`src/design/bhc_pkg.sv`:
```
// bhc_pkg: shared widths, event codes and debounce constants
// for the button hold confirm block; no dependencies
`default_nettype none

package bhc_pkg;

  localparam int TIME_W   = 16;
  localparam int EVENT_W  = 2;
  localparam int BUDGET_W = 17;
  localparam int LEVEL_W  = 2;
  localparam int RUN_W    = 3;

  // event codes carried in event_res
  localparam logic [EVENT_W-1:0] EV_NONE    = 2'd0;
  localparam logic [EVENT_W-1:0] EV_REQUEST = 2'd1;
  localparam logic [EVENT_W-1:0] EV_SUCCESS = 2'd2;
  localparam logic [EVENT_W-1:0] EV_FAILURE = 2'd3;

  // command codes
  localparam logic CMD_START = 1'b0;
  localparam logic CMD_TICK  = 1'b1;

  // debouncer run levels
  localparam logic [LEVEL_W-1:0] LVL_NONE = 2'd0;
  localparam logic [LEVEL_W-1:0] LVL_UP   = 2'd1;
  localparam logic [LEVEL_W-1:0] LVL_DOWN = 2'd2;

  localparam logic [RUN_W-1:0] RUN_NEEDED = 3'd4;
  localparam logic [RUN_W-1:0] RUN_MAX    = 3'd7;

  localparam logic [BUDGET_W-1:0] BUDGET_MAX = {BUDGET_W{1'b1}};

  localparam logic [TIME_W-1:0] TIMEOUT_EXTRA_RESET = 16'd60;

endpackage

`default_nettype wire

```
`src/design/bhc_if.sv`:
```
// bhc_if: valid/ready channel interfaces for the request, result and
// configuration words; depends on bhc_pkg
`default_nettype none

interface bhc_req_if import bhc_pkg::*; ();
  logic              valid;
  logic              ready;
  logic              cmd;
  logic              pin_level;
  logic [TIME_W-1:0] base_time;
  logic [TIME_W-1:0] hold_target;

  modport source (output valid, output cmd, output pin_level, output base_time,
                  output hold_target, input ready);
  modport sink   (input valid, input cmd, input pin_level, input base_time,
                  input hold_target, output ready);
endinterface

interface bhc_res_if import bhc_pkg::*; ();
  logic               valid;
  logic               ready;
  logic [EVENT_W-1:0] event_res;
  logic               led_on;
  logic               busy_res;

  modport source (output valid, output event_res, output led_on, output busy_res,
                  input ready);
  modport sink   (input valid, input event_res, input led_on, input busy_res,
                  output ready);
endinterface

interface bhc_cfg_if import bhc_pkg::*; ();
  logic              valid;
  logic              ready;
  logic [TIME_W-1:0] data;

  modport source (output valid, output data, input ready);
  modport sink   (input valid, input data, output ready);
endinterface

`default_nettype wire

```
`src/design/button_hold_confirm.sv`:
```
// button_hold_confirm: debounced long press detector with timeout budget
// depends on bhc_pkg and the channel interfaces in bhc_if
//
//   channel  dir  word                                         handshake
//   req_ch   in   cmd, pin_level, base_time, hold_target       valid/ready
//   res_ch   out  event_res, led_on, busy_res                  valid/ready
//   cfg_ch   in   data (timeout_extra)                         valid/ready
//
// one request word in, one result word out
// the whole update is combinational from the request word into the
// result register; a new word is taken each cycle the result register
// is empty or being drained in that same cycle
// a stalled result holds and blocks new request words until taken
// rst is synchronous, active high; clears control state and sets
// timeout_extra back to 60
`default_nettype none

module button_hold_confirm import bhc_pkg::*; #(
  parameter int COUNT_BITS = 16
) (
  input  wire      clk,
  input  wire      rst,
  bhc_req_if.sink  req_ch,
  bhc_res_if.source res_ch,
  bhc_cfg_if.sink  cfg_ch
);

  // common compare width for the hold counter against the target
  localparam int CMP_W = (COUNT_BITS > TIME_W) ? COUNT_BITS : TIME_W;
  localparam logic [COUNT_BITS-1:0] HOLD_MAX = {COUNT_BITS{1'b1}};

  // configuration
  logic [TIME_W-1:0] timeout_extra;

  // confirmation state
  logic                  active;
  logic [LEVEL_W-1:0]    run_level;
  logic [RUN_W-1:0]      run_count;
  logic                  seen_release;
  logic [COUNT_BITS-1:0] hold_count;
  logic [TIME_W-1:0]     target;
  logic [BUDGET_W-1:0]   budget;
  logic                  led_level;

  logic                  active_next;
  logic [LEVEL_W-1:0]    run_level_next;
  logic [RUN_W-1:0]      run_count_next;
  logic                  seen_release_next;
  logic [COUNT_BITS-1:0] hold_count_next;
  logic [TIME_W-1:0]     target_next;
  logic [BUDGET_W-1:0]   budget_next;
  logic                  led_level_next;
  logic [EVENT_W-1:0]    event_next;

  // result register
  logic               res_valid;
  logic [EVENT_W-1:0] res_event;
  logic               res_led;
  logic               res_busy;

  logic req_take;

  assign req_ch.ready = !res_valid || res_ch.ready;
  assign req_take     = req_ch.valid && req_ch.ready;
  assign cfg_ch.ready = 1'b1;

  assign res_ch.valid     = res_valid;
  assign res_ch.event_res = res_event;
  assign res_ch.led_on    = res_led;
  assign res_ch.busy_res  = res_busy;

  // per-word update
  always_comb begin
    logic [LEVEL_W-1:0]    lvl;
    logic                  down;
    logic [BUDGET_W-1:0]   spent;
    logic [COUNT_BITS-1:0] hc;
    logic [BUDGET_W-1:0]   start_budget;

    active_next       = active;
    run_level_next    = run_level;
    run_count_next    = run_count;
    seen_release_next = seen_release;
    hold_count_next   = hold_count;
    target_next       = target;
    budget_next       = budget;
    led_level_next    = led_level;
    event_next        = EV_NONE;

    lvl          = req_ch.pin_level ? LVL_UP : LVL_DOWN;
    down         = !req_ch.pin_level;
    spent        = (budget != '0) ? budget - 1'b1 : '0;
    hc           = hold_count;
    // two 16-bit values always fit in the 17-bit budget
    start_budget = {1'b0, req_ch.base_time} + {1'b0, timeout_extra};

    if (req_ch.cmd == CMD_START) begin
      if (!active) begin
        if (req_ch.base_time == '0) begin
          event_next = EV_SUCCESS;
        end else begin
          active_next       = 1'b1;
          run_level_next    = LVL_NONE;
          run_count_next    = '0;
          seen_release_next = 1'b0;
          hold_count_next   = '0;
          target_next       = req_ch.hold_target;
          budget_next       = start_budget;
          event_next        = EV_REQUEST;
        end
      end
    end else if (active) begin
      // debounce: count equal samples in a row
      if (lvl == run_level) begin
        if (run_count < RUN_MAX) run_count_next = run_count + 1'b1;
      end else begin
        run_level_next = lvl;
        run_count_next = 3'd1;
      end

      if (run_count_next >= RUN_NEEDED) begin
        run_level_next = LVL_NONE;
        run_count_next = '0;
        // decision: toggle led, spend one unit
        led_level_next = !led_level;
        budget_next    = spent;
        if (spent == '0) begin
          event_next = EV_FAILURE;
        end else if (!seen_release && down) begin
          // press held over from before the start is ignored
          event_next = EV_NONE;
        end else begin
          if (!seen_release) begin
            seen_release_next = 1'b1;
            hc                = '0;
          end
          if (hc != '0 && !down) begin
            event_next = EV_FAILURE;
          end else begin
            if (down) begin
              if (hc < HOLD_MAX) hc = hc + 1'b1;
              // spent is below the max, so the refund cannot wrap
              budget_next = spent + 1'b1;
            end
            hold_count_next = hc;
            if (CMP_W'(hc) >= CMP_W'(target)) event_next = EV_SUCCESS;
          end
        end
        if (event_next != EV_NONE) begin
          active_next    = 1'b0;
          led_level_next = 1'b0;
        end
      end
    end
  end

  always_ff @(posedge clk) begin
    if (rst) begin
      timeout_extra <= TIMEOUT_EXTRA_RESET;
    end else if (cfg_ch.valid && cfg_ch.ready) begin
      timeout_extra <= cfg_ch.data;
    end
  end

  always_ff @(posedge clk) begin
    if (rst) begin
      active       <= 1'b0;
      run_level    <= LVL_NONE;
      run_count    <= '0;
      seen_release <= 1'b0;
      hold_count   <= '0;
      target       <= '0;
      budget       <= '0;
      led_level    <= 1'b0;
    end else if (req_take) begin
      active       <= active_next;
      run_level    <= run_level_next;
      run_count    <= run_count_next;
      seen_release <= seen_release_next;
      hold_count   <= hold_count_next;
      target       <= target_next;
      budget       <= budget_next;
      led_level    <= led_level_next;
    end
  end

  // result register control
  always_ff @(posedge clk) begin
    if (rst) begin
      res_valid <= 1'b0;
    end else if (req_take) begin
      res_valid <= 1'b1;
    end else if (res_ch.ready) begin
      res_valid <= 1'b0;
    end
  end

  // result payload, no reset needed
  always_ff @(posedge clk) begin
    if (req_take) begin
      res_event <= event_next;
      res_led   <= led_level_next;
      res_busy  <= active_next;
    end
  end

endmodule

`default_nettype wire

```
`src/flat_wrapper.sv`:
```
// flat-port wrapper written by rule: the top's interface ports become plain ports
module button_hold_confirm_flat import bhc_pkg::*;
#(
  parameter int COUNT_BITS = 16
)
  (clk, rst, req_ch_valid, req_ch_cmd, req_ch_pin_level, req_ch_base_time, req_ch_hold_target, req_ch_ready, res_ch_valid, res_ch_event_res, res_ch_led_on, res_ch_busy_res, res_ch_ready, cfg_ch_valid, cfg_ch_data, cfg_ch_ready);
  bhc_req_if req_ch_i ();
  bhc_res_if res_ch_i ();
  bhc_cfg_if cfg_ch_i ();
  input  wire clk;
  input  wire rst;
  input wire logic [$bits(req_ch_i.valid)-1:0] req_ch_valid;
  input wire logic [$bits(req_ch_i.cmd)-1:0] req_ch_cmd;
  input wire logic [$bits(req_ch_i.pin_level)-1:0] req_ch_pin_level;
  input wire logic [$bits(req_ch_i.base_time)-1:0] req_ch_base_time;
  input wire logic [$bits(req_ch_i.hold_target)-1:0] req_ch_hold_target;
  output wire logic [$bits(req_ch_i.ready)-1:0] req_ch_ready;
  output wire logic [$bits(res_ch_i.valid)-1:0] res_ch_valid;
  output wire logic [$bits(res_ch_i.event_res)-1:0] res_ch_event_res;
  output wire logic [$bits(res_ch_i.led_on)-1:0] res_ch_led_on;
  output wire logic [$bits(res_ch_i.busy_res)-1:0] res_ch_busy_res;
  input wire logic [$bits(res_ch_i.ready)-1:0] res_ch_ready;
  input wire logic [$bits(cfg_ch_i.valid)-1:0] cfg_ch_valid;
  input wire logic [$bits(cfg_ch_i.data)-1:0] cfg_ch_data;
  output wire logic [$bits(cfg_ch_i.ready)-1:0] cfg_ch_ready;
  assign req_ch_i.valid = req_ch_valid;
  assign req_ch_i.cmd = req_ch_cmd;
  assign req_ch_i.pin_level = req_ch_pin_level;
  assign req_ch_i.base_time = req_ch_base_time;
  assign req_ch_i.hold_target = req_ch_hold_target;
  assign req_ch_ready = req_ch_i.ready;
  assign res_ch_valid = res_ch_i.valid;
  assign res_ch_event_res = res_ch_i.event_res;
  assign res_ch_led_on = res_ch_i.led_on;
  assign res_ch_busy_res = res_ch_i.busy_res;
  assign res_ch_i.ready = res_ch_ready;
  assign cfg_ch_i.valid = cfg_ch_valid;
  assign cfg_ch_i.data = cfg_ch_data;
  assign cfg_ch_ready = cfg_ch_i.ready;
  button_hold_confirm #(.COUNT_BITS(COUNT_BITS)) u_core (.clk(clk), .rst(rst), .req_ch(req_ch_i), .res_ch(res_ch_i), .cfg_ch(cfg_ch_i));
endmodule
```
`config.mk`:
```
export PLATFORM = sky130hd
export DESIGN_NAME = button_hold_confirm_flat
export DESIGN_NICKNAME = d
export VERILOG_FILES = /design/src/design/bhc_pkg.sv /design/src/design/bhc_if.sv /design/src/design/button_hold_confirm.sv /design/src/flat_wrapper.sv
export SDC_FILE = /design/constraint.sdc
export NUM_CORES = 1
export LEC_CHECK = 0
export ABC_AREA = 0
export BUFFER_PORTS_ARGS = -buffer_cell sky130_fd_sc_hd__buf_2
export CORE_ASPECT_RATIO = 0.8
export CORE_MARGIN = 3
export CORE_UTILIZATION = 55
export DETAILED_ROUTE_END_ITERATION = 10
export GPL_ROUTABILITY_DRIVEN = 0
export HOLD_SLACK_MARGIN = 0.15
export PLACE_DENSITY = 0.75
export SETUP_SLACK_MARGIN = 0.1
export SLEW_MARGIN = 20
export SYNTH_ARGS = -nofsm -noshare
export SYNTH_HDL_FRONTEND = slang
export SYNTH_SLANG_ARGS = --single-unit
export TNS_END_PERCENT = 1
```
`constraint.sdc`:
```
create_clock -name clk -period 4.68 [get_ports clk]
set_clock_uncertainty 0.1 [all_clocks]
set_input_delay 1.404 -clock clk [delete_from_list [all_inputs] [get_ports clk]]
set_output_delay 1.404 -clock clk [all_outputs]
set_load 0.02 [all_outputs]
```
==> results.txt, run 1 <==
Clock-pin slew was measured on the worst setup and hold paths at 0.06 ns. The detailed placement HPWL came out at 12600 µm. Across the VDD grid, the largest voltage drop is 0.201 mV. STA classifies the critical path endpoint as a flop. The relative slew slack is 0.353.

The via count of the first global-routing pass is 5924. The number of vias per cell after detailed routing is 6.43. The power spent charging and discharging nets is ~760 µW. The final cell area excluding filler cells is about 6700 µm². The number of distinct library cells after synthesis came out at 81. The share of the yosys chip area belonging to registers is 0.265. The worst-skew pair later-pin latency came out at 0.34 ns. The switching share of power is 0.367.

The xor-xnor portion of the synthesized cell area came out at 0.0623. In the final routed layout, each cell accounts on average for ~18 µm. In this run the post-CTS setup repair buffer count came out at 0. Setup repair after global routing left no endpoint under its margin. The post-synthesis cell count came out at 791.

The utilization of the core after routing is 0.636. The die height is 99.7 µm. The yosys synthesis warning count is 0. The number of setup violations in the final report came out at 0.

The leakage dissipation came out at 0.00267 µW. The worst slack after detailed placement is 0.0876 ns. The internal power summed over all cells is 1320 µW.

The proportion of synthesized area in mux cells is 0.0383. The post-synthesis async set-or-reset flop share came out at 0. The share of total power dissipated in the clock network is 0.322.

The post-synth net total is 886. After synthesis, the largest family of logic cells by area is simple AND/OR/NAND/NOR gates. The sequential fraction of design power is 0.363. The die is 123 µm wide. Wires add up to 17600 µm.

Of the total synthesized cell area, the portion taken by AND, OR, NAND and NOR gates is 0.291. CTS built an H-tree with a depth of 3. The initial utilization of the core area, before any placement, comes to 0.576. The mean instance size in the synthesized netlist came out at 7.64 µm². In this run the worst hold path is classified as flop to flop. The detailed router's first-iteration violation count is 527. The proportion of netlist area held by the largest area contributor came out at 0.245.

The power density over cell area is 312 nW/µm². The cell sitting at the root of the clock tree is a sky130_fd_sc_hd__clkbuf_16. The final antenna-violating net count is 0. In this run the tool buffered the top-level ports with 60 buffer cells. The layout overhead on the synthesized area is 10.4%. The flow ran to the end, and the final reports show no timing, DRC or antenna violations. sky130_fd_sc_hd__dfxtp_1 takes more of the synthesized area than any other cell. Sorting the synthesized cells by area gives the leading types as sky130_fd_sc_hd__dfxtp_1 (25%), sky130_fd_sc_hd__ha_1 (8.1%), sky130_fd_sc_hd__a21oi_1 (5.6%). The summed instance area of the synthesized netlist came out at 6040 µm².

The number of slew-limit violations in the final report is 0. Across the run, the number of max-cap violations was 0. The minimum clock period is 4.43 ns. The final setup TNS came out at 0 ns. The share of the clock period used by the worst path is 0.946.

Along the worst path, the maximum fanout reaches 8. Pin placement for this block handled 62 I/O pins. The worst setup margin came out at 0.252 ns. For this run, the leading register cell type out of synthesis is sky130_fd_sc_hd__dfxtp_1. The data required time at the worst endpoint is between 4 and 5 ns. STA classifies the critical path startpoint as a flop. The share of the synthesized area in compound gates (AO/OA/AOI/OAI) came out at 0.204. The maximum number of pins on one net before global-route repair came out at 60.

The critical path in this run is classified as flop to flop. The global router's overall resource usage is 0.291. The final count of hold timing violations is 0. The standard cell core area came out at 10500 µm². Derived from the worst setup path, the maximum achievable clock frequency is 226 MHz. The count of vias placed by the detailed router is 6246. The slew at the pin with the worst max-slew slack is 0.967 ns.

The number of cells traversed by the worst register-to-register path is 16. The tree built by TritonCTS fans out to 78 sinks. The placed standard-cell area came out at ~6400 µm². In this run, synthesis inferred 4 flip-flops with an integrated enable. The number of rows created at floorplan came out at 33. The number of inserted diodes is 0. The first detailed-routing pass ran for 5 iterations. The longest clock path from root to sink contains 2 buffers. The combinational share of power is 0.315.

The adder-cell area share of the yosys netlist came out at 0.0841. The clock tree from TritonCTS is done. The initial antenna violation count was 0. The leftover overflow at the end of global routing is 0. The first-pass GRT wire length came out at 28900 µm.

Counting instances, the worst hold path has a depth of 2. The count of nets after finishing is around 900. The number of synthesized register bits is 78. Data on the critical path arrives at its endpoint at 4.60 ns. The die covers 12300 µm². The DRC violations left is 0.

TritonCTS created 9 clock buffers. The share of cells above drive strength 1 came out at 0.130.
## stage by stage
stage	hold WS (ns)	instances	total power [µW]
3_5_place_dp	0.349	955	1400
6_report	0.352	971	2080
2_1_floorplan	0.336	791	1240
3_3_place_gp	0.343	955	1380
4_1_cts	0.358	971	2070
5_1_grt	0.379	971	2180
## layout make-up
class / instances / area (µm²)
clock buffers: 10 / 229
clock inverters: 6 / 46.3
fillers: 927 / 3820
inverters: 33 / 124
multi-input cells: 633 / 4110
flip-flops and latches: 78 / 1600
well taps: 140 / 175
repair buffers: 71 / 383
## registers in the layout (all words and copies together), names as in the netlist, 2 cells and up
register / cells
u_core.budget: 17
u_core.hold_count: 16
u_core.res_ch.event_res: 2
u_core.run_count: 3
u_core.run_level: 2
u_core.target: 16
u_core.timeout_extra: 16
## cells by family (layout without fill, tap and decap cells)
family	after synthesis	in the layout
simple gates	328	328
compound gates	198	198
buf+inv	80	120
flops	78	78
xor+xnor	43	43
fa+ha+maj	40	40
mux	23	23
other cells	1	1
## cells in the final DEF (no fill, tap or decap), types with 11 or more instances in the layout
cell,Yosys,routed
sky130_fd_sc_hd__o21ai_0,49,49
sky130_fd_sc_hd__nor3_1,25,25
sky130_fd_sc_hd__nand2_1,75,75
sky130_fd_sc_hd__inv_1,32,32
sky130_fd_sc_hd__buf_4,1,11
sky130_fd_sc_hd__buf_2,8,60
sky130_fd_sc_hd__nand3_1,23,23
sky130_fd_sc_hd__nor2_1,77,77
sky130_fd_sc_hd__xor2_1,17,17
sky130_fd_sc_hd__nor4_1,18,18
sky130_fd_sc_hd__dfxtp_1,74,73
sky130_fd_sc_hd__nand4_1,30,30
sky130_fd_sc_hd__ha_1,39,39
sky130_fd_sc_hd__mux2i_1,22,22
sky130_fd_sc_hd__a21oi_1,67,67
sky130_fd_sc_hd__xnor2_1,26,26
## what timing repair did
| action | 4_1_cts | 5_1_grt |
|---|---|---|
| endpoints found under the setup margin | 0 | 1 |
| gates resized for setup | 0 | 2 |
| hold buffers | 0 | 0 |
## power by group through the flow
stage               logic (µW)  registers [µW]  clock network [µW]
floorplan                  500             740                   0
global placement           613             764                   0
detailed placement         632             767                   0
CTS                        641             753                 672
global route               721             760                 700
finish                     655             755                 669
## metal layers
layer | part of all wire | track usage
met3 | 0.11 | 0.0728
met4 | 0.015 | 0.0877
met2 | 0.42 | 0.427
met1 | 0.46 | 0.420
met5 | 0 | 0
## critical path, cell delays in order (launching register included)
cell and delay (ns):
sky130_fd_sc_hd__dfxtp_1 0.49, sky130_fd_sc_hd__nand3_1 0.21, sky130_fd_sc_hd__nor4_1 0.47, sky130_fd_sc_hd__and4_2 0.42
sky130_fd_sc_hd__nor2_1 0.11, sky130_fd_sc_hd__and3_1 0.23, sky130_fd_sc_hd__xnor2_1 0.20, sky130_fd_sc_hd__nor2_1 0.08
sky130_fd_sc_hd__ha_1 0.20, sky130_fd_sc_hd__a21oi_1 0.17, sky130_fd_sc_hd__nor2b_1 0.09, sky130_fd_sc_hd__nor4_1 0.20
sky130_fd_sc_hd__o211ai_1 0.12, sky130_fd_sc_hd__and3_1 0.20, sky130_fd_sc_hd__or4_1 0.42, sky130_fd_sc_hd__or4_1 0.48
sky130_fd_sc_hd__a21oi_1 0.15
## worst paths after layout
path,from,slack (ns),end
min reg2reg,u_core.target[14],0.35,u_core.target[14]
min,u_core.target[14],0.35,u_core.target[14]
max reg2reg,u_core.hold_count[2],0.25,u_core.led_level
max,u_core.hold_count[2],0.25,u_core.led_level
## synth_stat cells (4+ instances only)
| library cell | number |
|---|---|
| sky130_fd_sc_hd__clkbuf_1 | 34 |
| sky130_fd_sc_hd__nand3b_1 | 4 |
| sky130_fd_sc_hd__nand3_1 | 23 |
| sky130_fd_sc_hd__nor2b_1 | 6 |
| sky130_fd_sc_hd__mux2i_1 | 22 |
| sky130_fd_sc_hd__nor4b_1 | 4 |
| sky130_fd_sc_hd__a211oi_1 | 8 |
| sky130_fd_sc_hd__or4_1 | 7 |
| sky130_fd_sc_hd__nor3_1 | 25 |
| sky130_fd_sc_hd__nor2_1 | 77 |
| sky130_fd_sc_hd__a21oi_1 | 67 |
| sky130_fd_sc_hd__nand2_1 | 75 |
| sky130_fd_sc_hd__nand4_1 | 30 |
| sky130_fd_sc_hd__buf_2 | 8 |
| sky130_fd_sc_hd__or3_1 | 9 |
| sky130_fd_sc_hd__a31oi_1 | 9 |
| sky130_fd_sc_hd__a21o_1 | 9 |
| sky130_fd_sc_hd__and2_1 | 9 |
| sky130_fd_sc_hd__o21ai_1 | 5 |
| sky130_fd_sc_hd__edfxtp_1 | 4 |
| sky130_fd_sc_hd__ha_1 | 39 |
| sky130_fd_sc_hd__nor4_1 | 18 |
| sky130_fd_sc_hd__xor2_1 | 17 |
| sky130_fd_sc_hd__inv_1 | 32 |
| sky130_fd_sc_hd__and3_1 | 9 |
| sky130_fd_sc_hd__o21ai_0 | 49 |
| sky130_fd_sc_hd__nand2b_1 | 7 |
| sky130_fd_sc_hd__dfxtp_1 | 74 |
| sky130_fd_sc_hd__xnor2_1 | 26 |
| sky130_fd_sc_hd__o211ai_1 | 5 |
Note: power is estimated with default switching activity, not from simulation.
==> run 2: changes to the inputs <==
- PLACE_DENSITY: 0.75 -> 0.81
==> run 2 against run 1 <==
Worst hold slack gained 0.0029 ns. Die area did not move. Global-route usage grew 0.13 points. Sequential cell count did not move. Total power is 5.9% higher. Clock-buffer cell count did not move. Maximum frequency up 0.30%. Setup slack gained 0.013 ns. Sequential share of layout area decreased by 0.21 points. Combinational power is 1% higher. First-iteration DRC count up 60%. Critical endpoint unchanged. Largest cell class unchanged.
==> results.txt, run 2 (synthesis results as in run 1) <==
In the layout the commonest cells are sky130_fd_sc_hd__nor2_1 (77), sky130_fd_sc_hd__nand2_1 (75), sky130_fd_sc_hd__dfxtp_1 (74), sky130_fd_sc_hd__a21oi_1 (67), sky130_fd_sc_hd__buf_2 (60). The flip-flop count of the largest register after layout is 17 (unchanged). The maximum count of clock buffers along a single path is 2 (unchanged). The detailed router's first-iteration violation count was 845 (+60%). The final wirelength came to 17500 µm (-0.11%). The cell count of the worst hold path came out at 2 (unchanged). The initial antenna violation count is 0 (unchanged). The number of buffers inserted by port buffering came out at 60 (unchanged). The total design power came out at 2200 µW (+5.9%). The final count of hold timing violations came out at 0 (unchanged). The slack of the worst reg-to-reg path was 0.27 ns (about the same). Among all stages on the critical path, the largest delay is contributed by sky130_fd_sc_hd__or4_1. The DRC violations left came out at 0 (unchanged). The upper clock frequency limit was 227 MHz (+0.30%). The endpoint of the worst-slack reg-to-reg timing path is u_core.led_level. The buffers inserted during post-CTS setup optimization is 0 (unchanged).

STA classifies the critical path startpoint as a flop. The count of nets after finishing came out at 921 (unchanged). The number of hold buffers added after cts is 0 (unchanged). The multi-input logic area is 4110 µm² (about the same). The register clock-pin slew on the reported worst setup and hold paths was 0.06 ns (about the same). The number of vias per cell after detailed routing is 6.49 (+0.96%).

The count of vias placed by the detailed router is 6306 (+0.96%). The data required time at the worst endpoint is 4.85 ns (about the same). The register ranked first by flip-flop count is u_core.budget.

The standard cell core area came to 10500 µm² (unchanged). The largest stage delay on the critical path came out at 0.48 ns (about the same). Setup repair after global routing left no endpoint under its margin. The number of cells traversed by the worst register-to-register path is 16 (unchanged).

The worst slack after detailed placement is 0.0342 ns (-0.0535 ns). The classification of the worst setup path is flop to flop. The share of the clock period used by the worst path came out at 0.943 (-0.00279).

Broken down by cell family, the worst path's largest delay share belongs to simple AND/OR/NAND/NOR gates. The critical path buffer and inverter count came out at 2 (+2). The startpoint identified for the worst hold timing path is u_core.target[11]. The clock buffer count from CTS came out at 9 (unchanged).

The critical-path maximum fanout came out at 8 (unchanged). The share of cells above drive strength 1 came out at 0.129 (-0.00120). The final setup TNS is 0 ns (unchanged). The power density over cell area came out at 328 nW/µm² (+5.1%). The worst hold slack came out at 0.355 ns (+0.00287 ns).

The number of max-cap violations came to 0 (unchanged). The largest voltage drop on the vdd net is 0.325 mV (+61%). The number of setup violations in the final report was 0 (unchanged). The area of all sequential standard cells is 1600 µm² (about the same). The relative slew slack is 0.320 (-0.0330).

The arrival time reported for the critical path endpoint came out at 4.59 ns (about the same). The minimum clock period is 4.41 ns (-0.0131 ns). Walking the worst path, the cells encountered are nand3_1 > nor4_1 > buf_4 > and4_1 > nor2_1 > buf_4 > xnor2_1 > ha_1 > nand2b_1 > a21o_1 > a21oi_1 > o211ai_1 > and3_1 > or4_1 > or4_1 > a21oi_1. The layout overhead on the synthesized area is 11.3%. CTS placed an instance of sky130_fd_sc_hd__clkbuf_16 at the clock tree root.

The final antenna-violating net count came out at 0 (unchanged). The TritonCTS sink count is 78 (unchanged). The number of inserted diodes was 0 (unchanged). The detailed placement HPWL is 12600 µm (-0.31%).

The slew at the pin with the worst max-slew slack came out at 1.02 ns (+0.0493 ns). The leakage dissipation is 0.00271 µW (+1.5%). The die footprint came to 12300 µm² (unchanged).

The endpoint type of the worst setup path is a flop. The global router's overall resource usage came to 0.292 (+0.00133). The number of top-level design ports came out at 62 (unchanged). The path with the worst hold slack has its endpoint at u_core.target[11].

The number of detailed-route iterations in the first pass came to 6 (+1). The width of the die was 123 µm (unchanged). The placed standard-cell area came out at 6390 µm² (unchanged). The leftover overflow at the end of global routing is 0 (unchanged). The die height is 99.7 µm (unchanged). The via count of the first global-routing pass is 5958 (+0.57%).

The worst setup margin is 0.265 ns (+0.0131 ns). The number of filler cells placed in the layout came out at 885 (-4.5%). The library cell used most frequently in the layout, excluding fill and tap cells, is sky130_fd_sc_hd__nor2_1. The average wire length per cell after detail routing is 18.1 µm (-0.11%).

The first-pass GRT wire length was 29400 µm (+1.5%). The number of cells on the critical path came out at 16 (unchanged). In this run the worst hold path is classified as flop to flop. The number of slew-limit violations in the final report is 0 (unchanged). The worst-skew pair later-pin latency is 0.34 ns (about the same). The maximum number of pins on one net before global-route repair came to 60 (unchanged). The level count of the clock H-tree came to 3 (unchanged).

The clock tree from TritonCTS is done. The run finished with clean final reports. The initial core utilization is 0.576 (unchanged). The worst register-to-register path begins at u_core.hold_count[2]. The final cell area excluding filler cells is 6720 µm² (+0.79%). The number of gates resized after cts came out at 0 (unchanged).

The number of rows created at floorplan is 33 (unchanged).
run 2: per-layer routing:
layer	vias up	track usage	routed length (µm)
li1	2968	-	-
met1	2923	0.414	7610
met2	384	0.444	7630
met3	31	0.0819	2030
met4	0	0.0630	272
met5	-	0	0
run 2: stage by stage:
stage	utilization	instances
floorplan	-	791
global placement	0.610	955
detailed placement	0.610	955
CTS	0.641	971
global route	0.641	971
finish	0.641	971
run 2: worst max path at each step:
| stage | start | to | slack, ns |
|---|---|---|---|
| 5_1_grt | u_core.hold_count[2] | u_core.led_level | 0.11 |
| 6_report | u_core.hold_count[2] | u_core.led_level | 0.27 |
| 4_1_cts | u_core.hold_count[2] | u_core.led_level | 0.35 |
| 3_5_place_dp | req_ch_pin_level | u_core.led_level | 0.03 |
| 3_3_place_gp | req_ch_pin_level | u_core.led_level | 0.1 |
| 2_1_floorplan | req_ch_pin_level | u_core.led_level | 0.10 |
run 2: worst reg2reg max path: stages (launching register included):
cell	delay, ns
sky130_fd_sc_hd__dfxtp_1	0.46
sky130_fd_sc_hd__nand3_1	0.22
sky130_fd_sc_hd__nor4_1	0.36
sky130_fd_sc_hd__buf_4	0.21
sky130_fd_sc_hd__and4_1	0.39
sky130_fd_sc_hd__nor2_1	0.09
sky130_fd_sc_hd__buf_4	0.16
sky130_fd_sc_hd__xnor2_1	0.24
sky130_fd_sc_hd__ha_1	0.28
sky130_fd_sc_hd__nand2b_1	0.15
sky130_fd_sc_hd__a21o_1	0.18
sky130_fd_sc_hd__a21oi_1	0.14
sky130_fd_sc_hd__o211ai_1	0.11
sky130_fd_sc_hd__and3_1	0.20
sky130_fd_sc_hd__or4_1	0.43
sky130_fd_sc_hd__or4_1	0.48
sky130_fd_sc_hd__a21oi_1	0.14
run 2: report_power, final:
group	leakage, µW	switching [µW]	internal (µW)
Sequential	0.000644	50.5	703
Clock	0.000165	298	487
Combinational	0.00190	414	250
Total	0.00271	763	1440
run 2: final cells by class:
class	count	share of cell area
clock inverters	6	0.0136
well taps	140	0.0261
inverters	33	0.0184
clock buffers	10	0.0355
flip-flops and latches	78	0.238
multi-input cells	633	0.611
repair buffers	71	0.0569
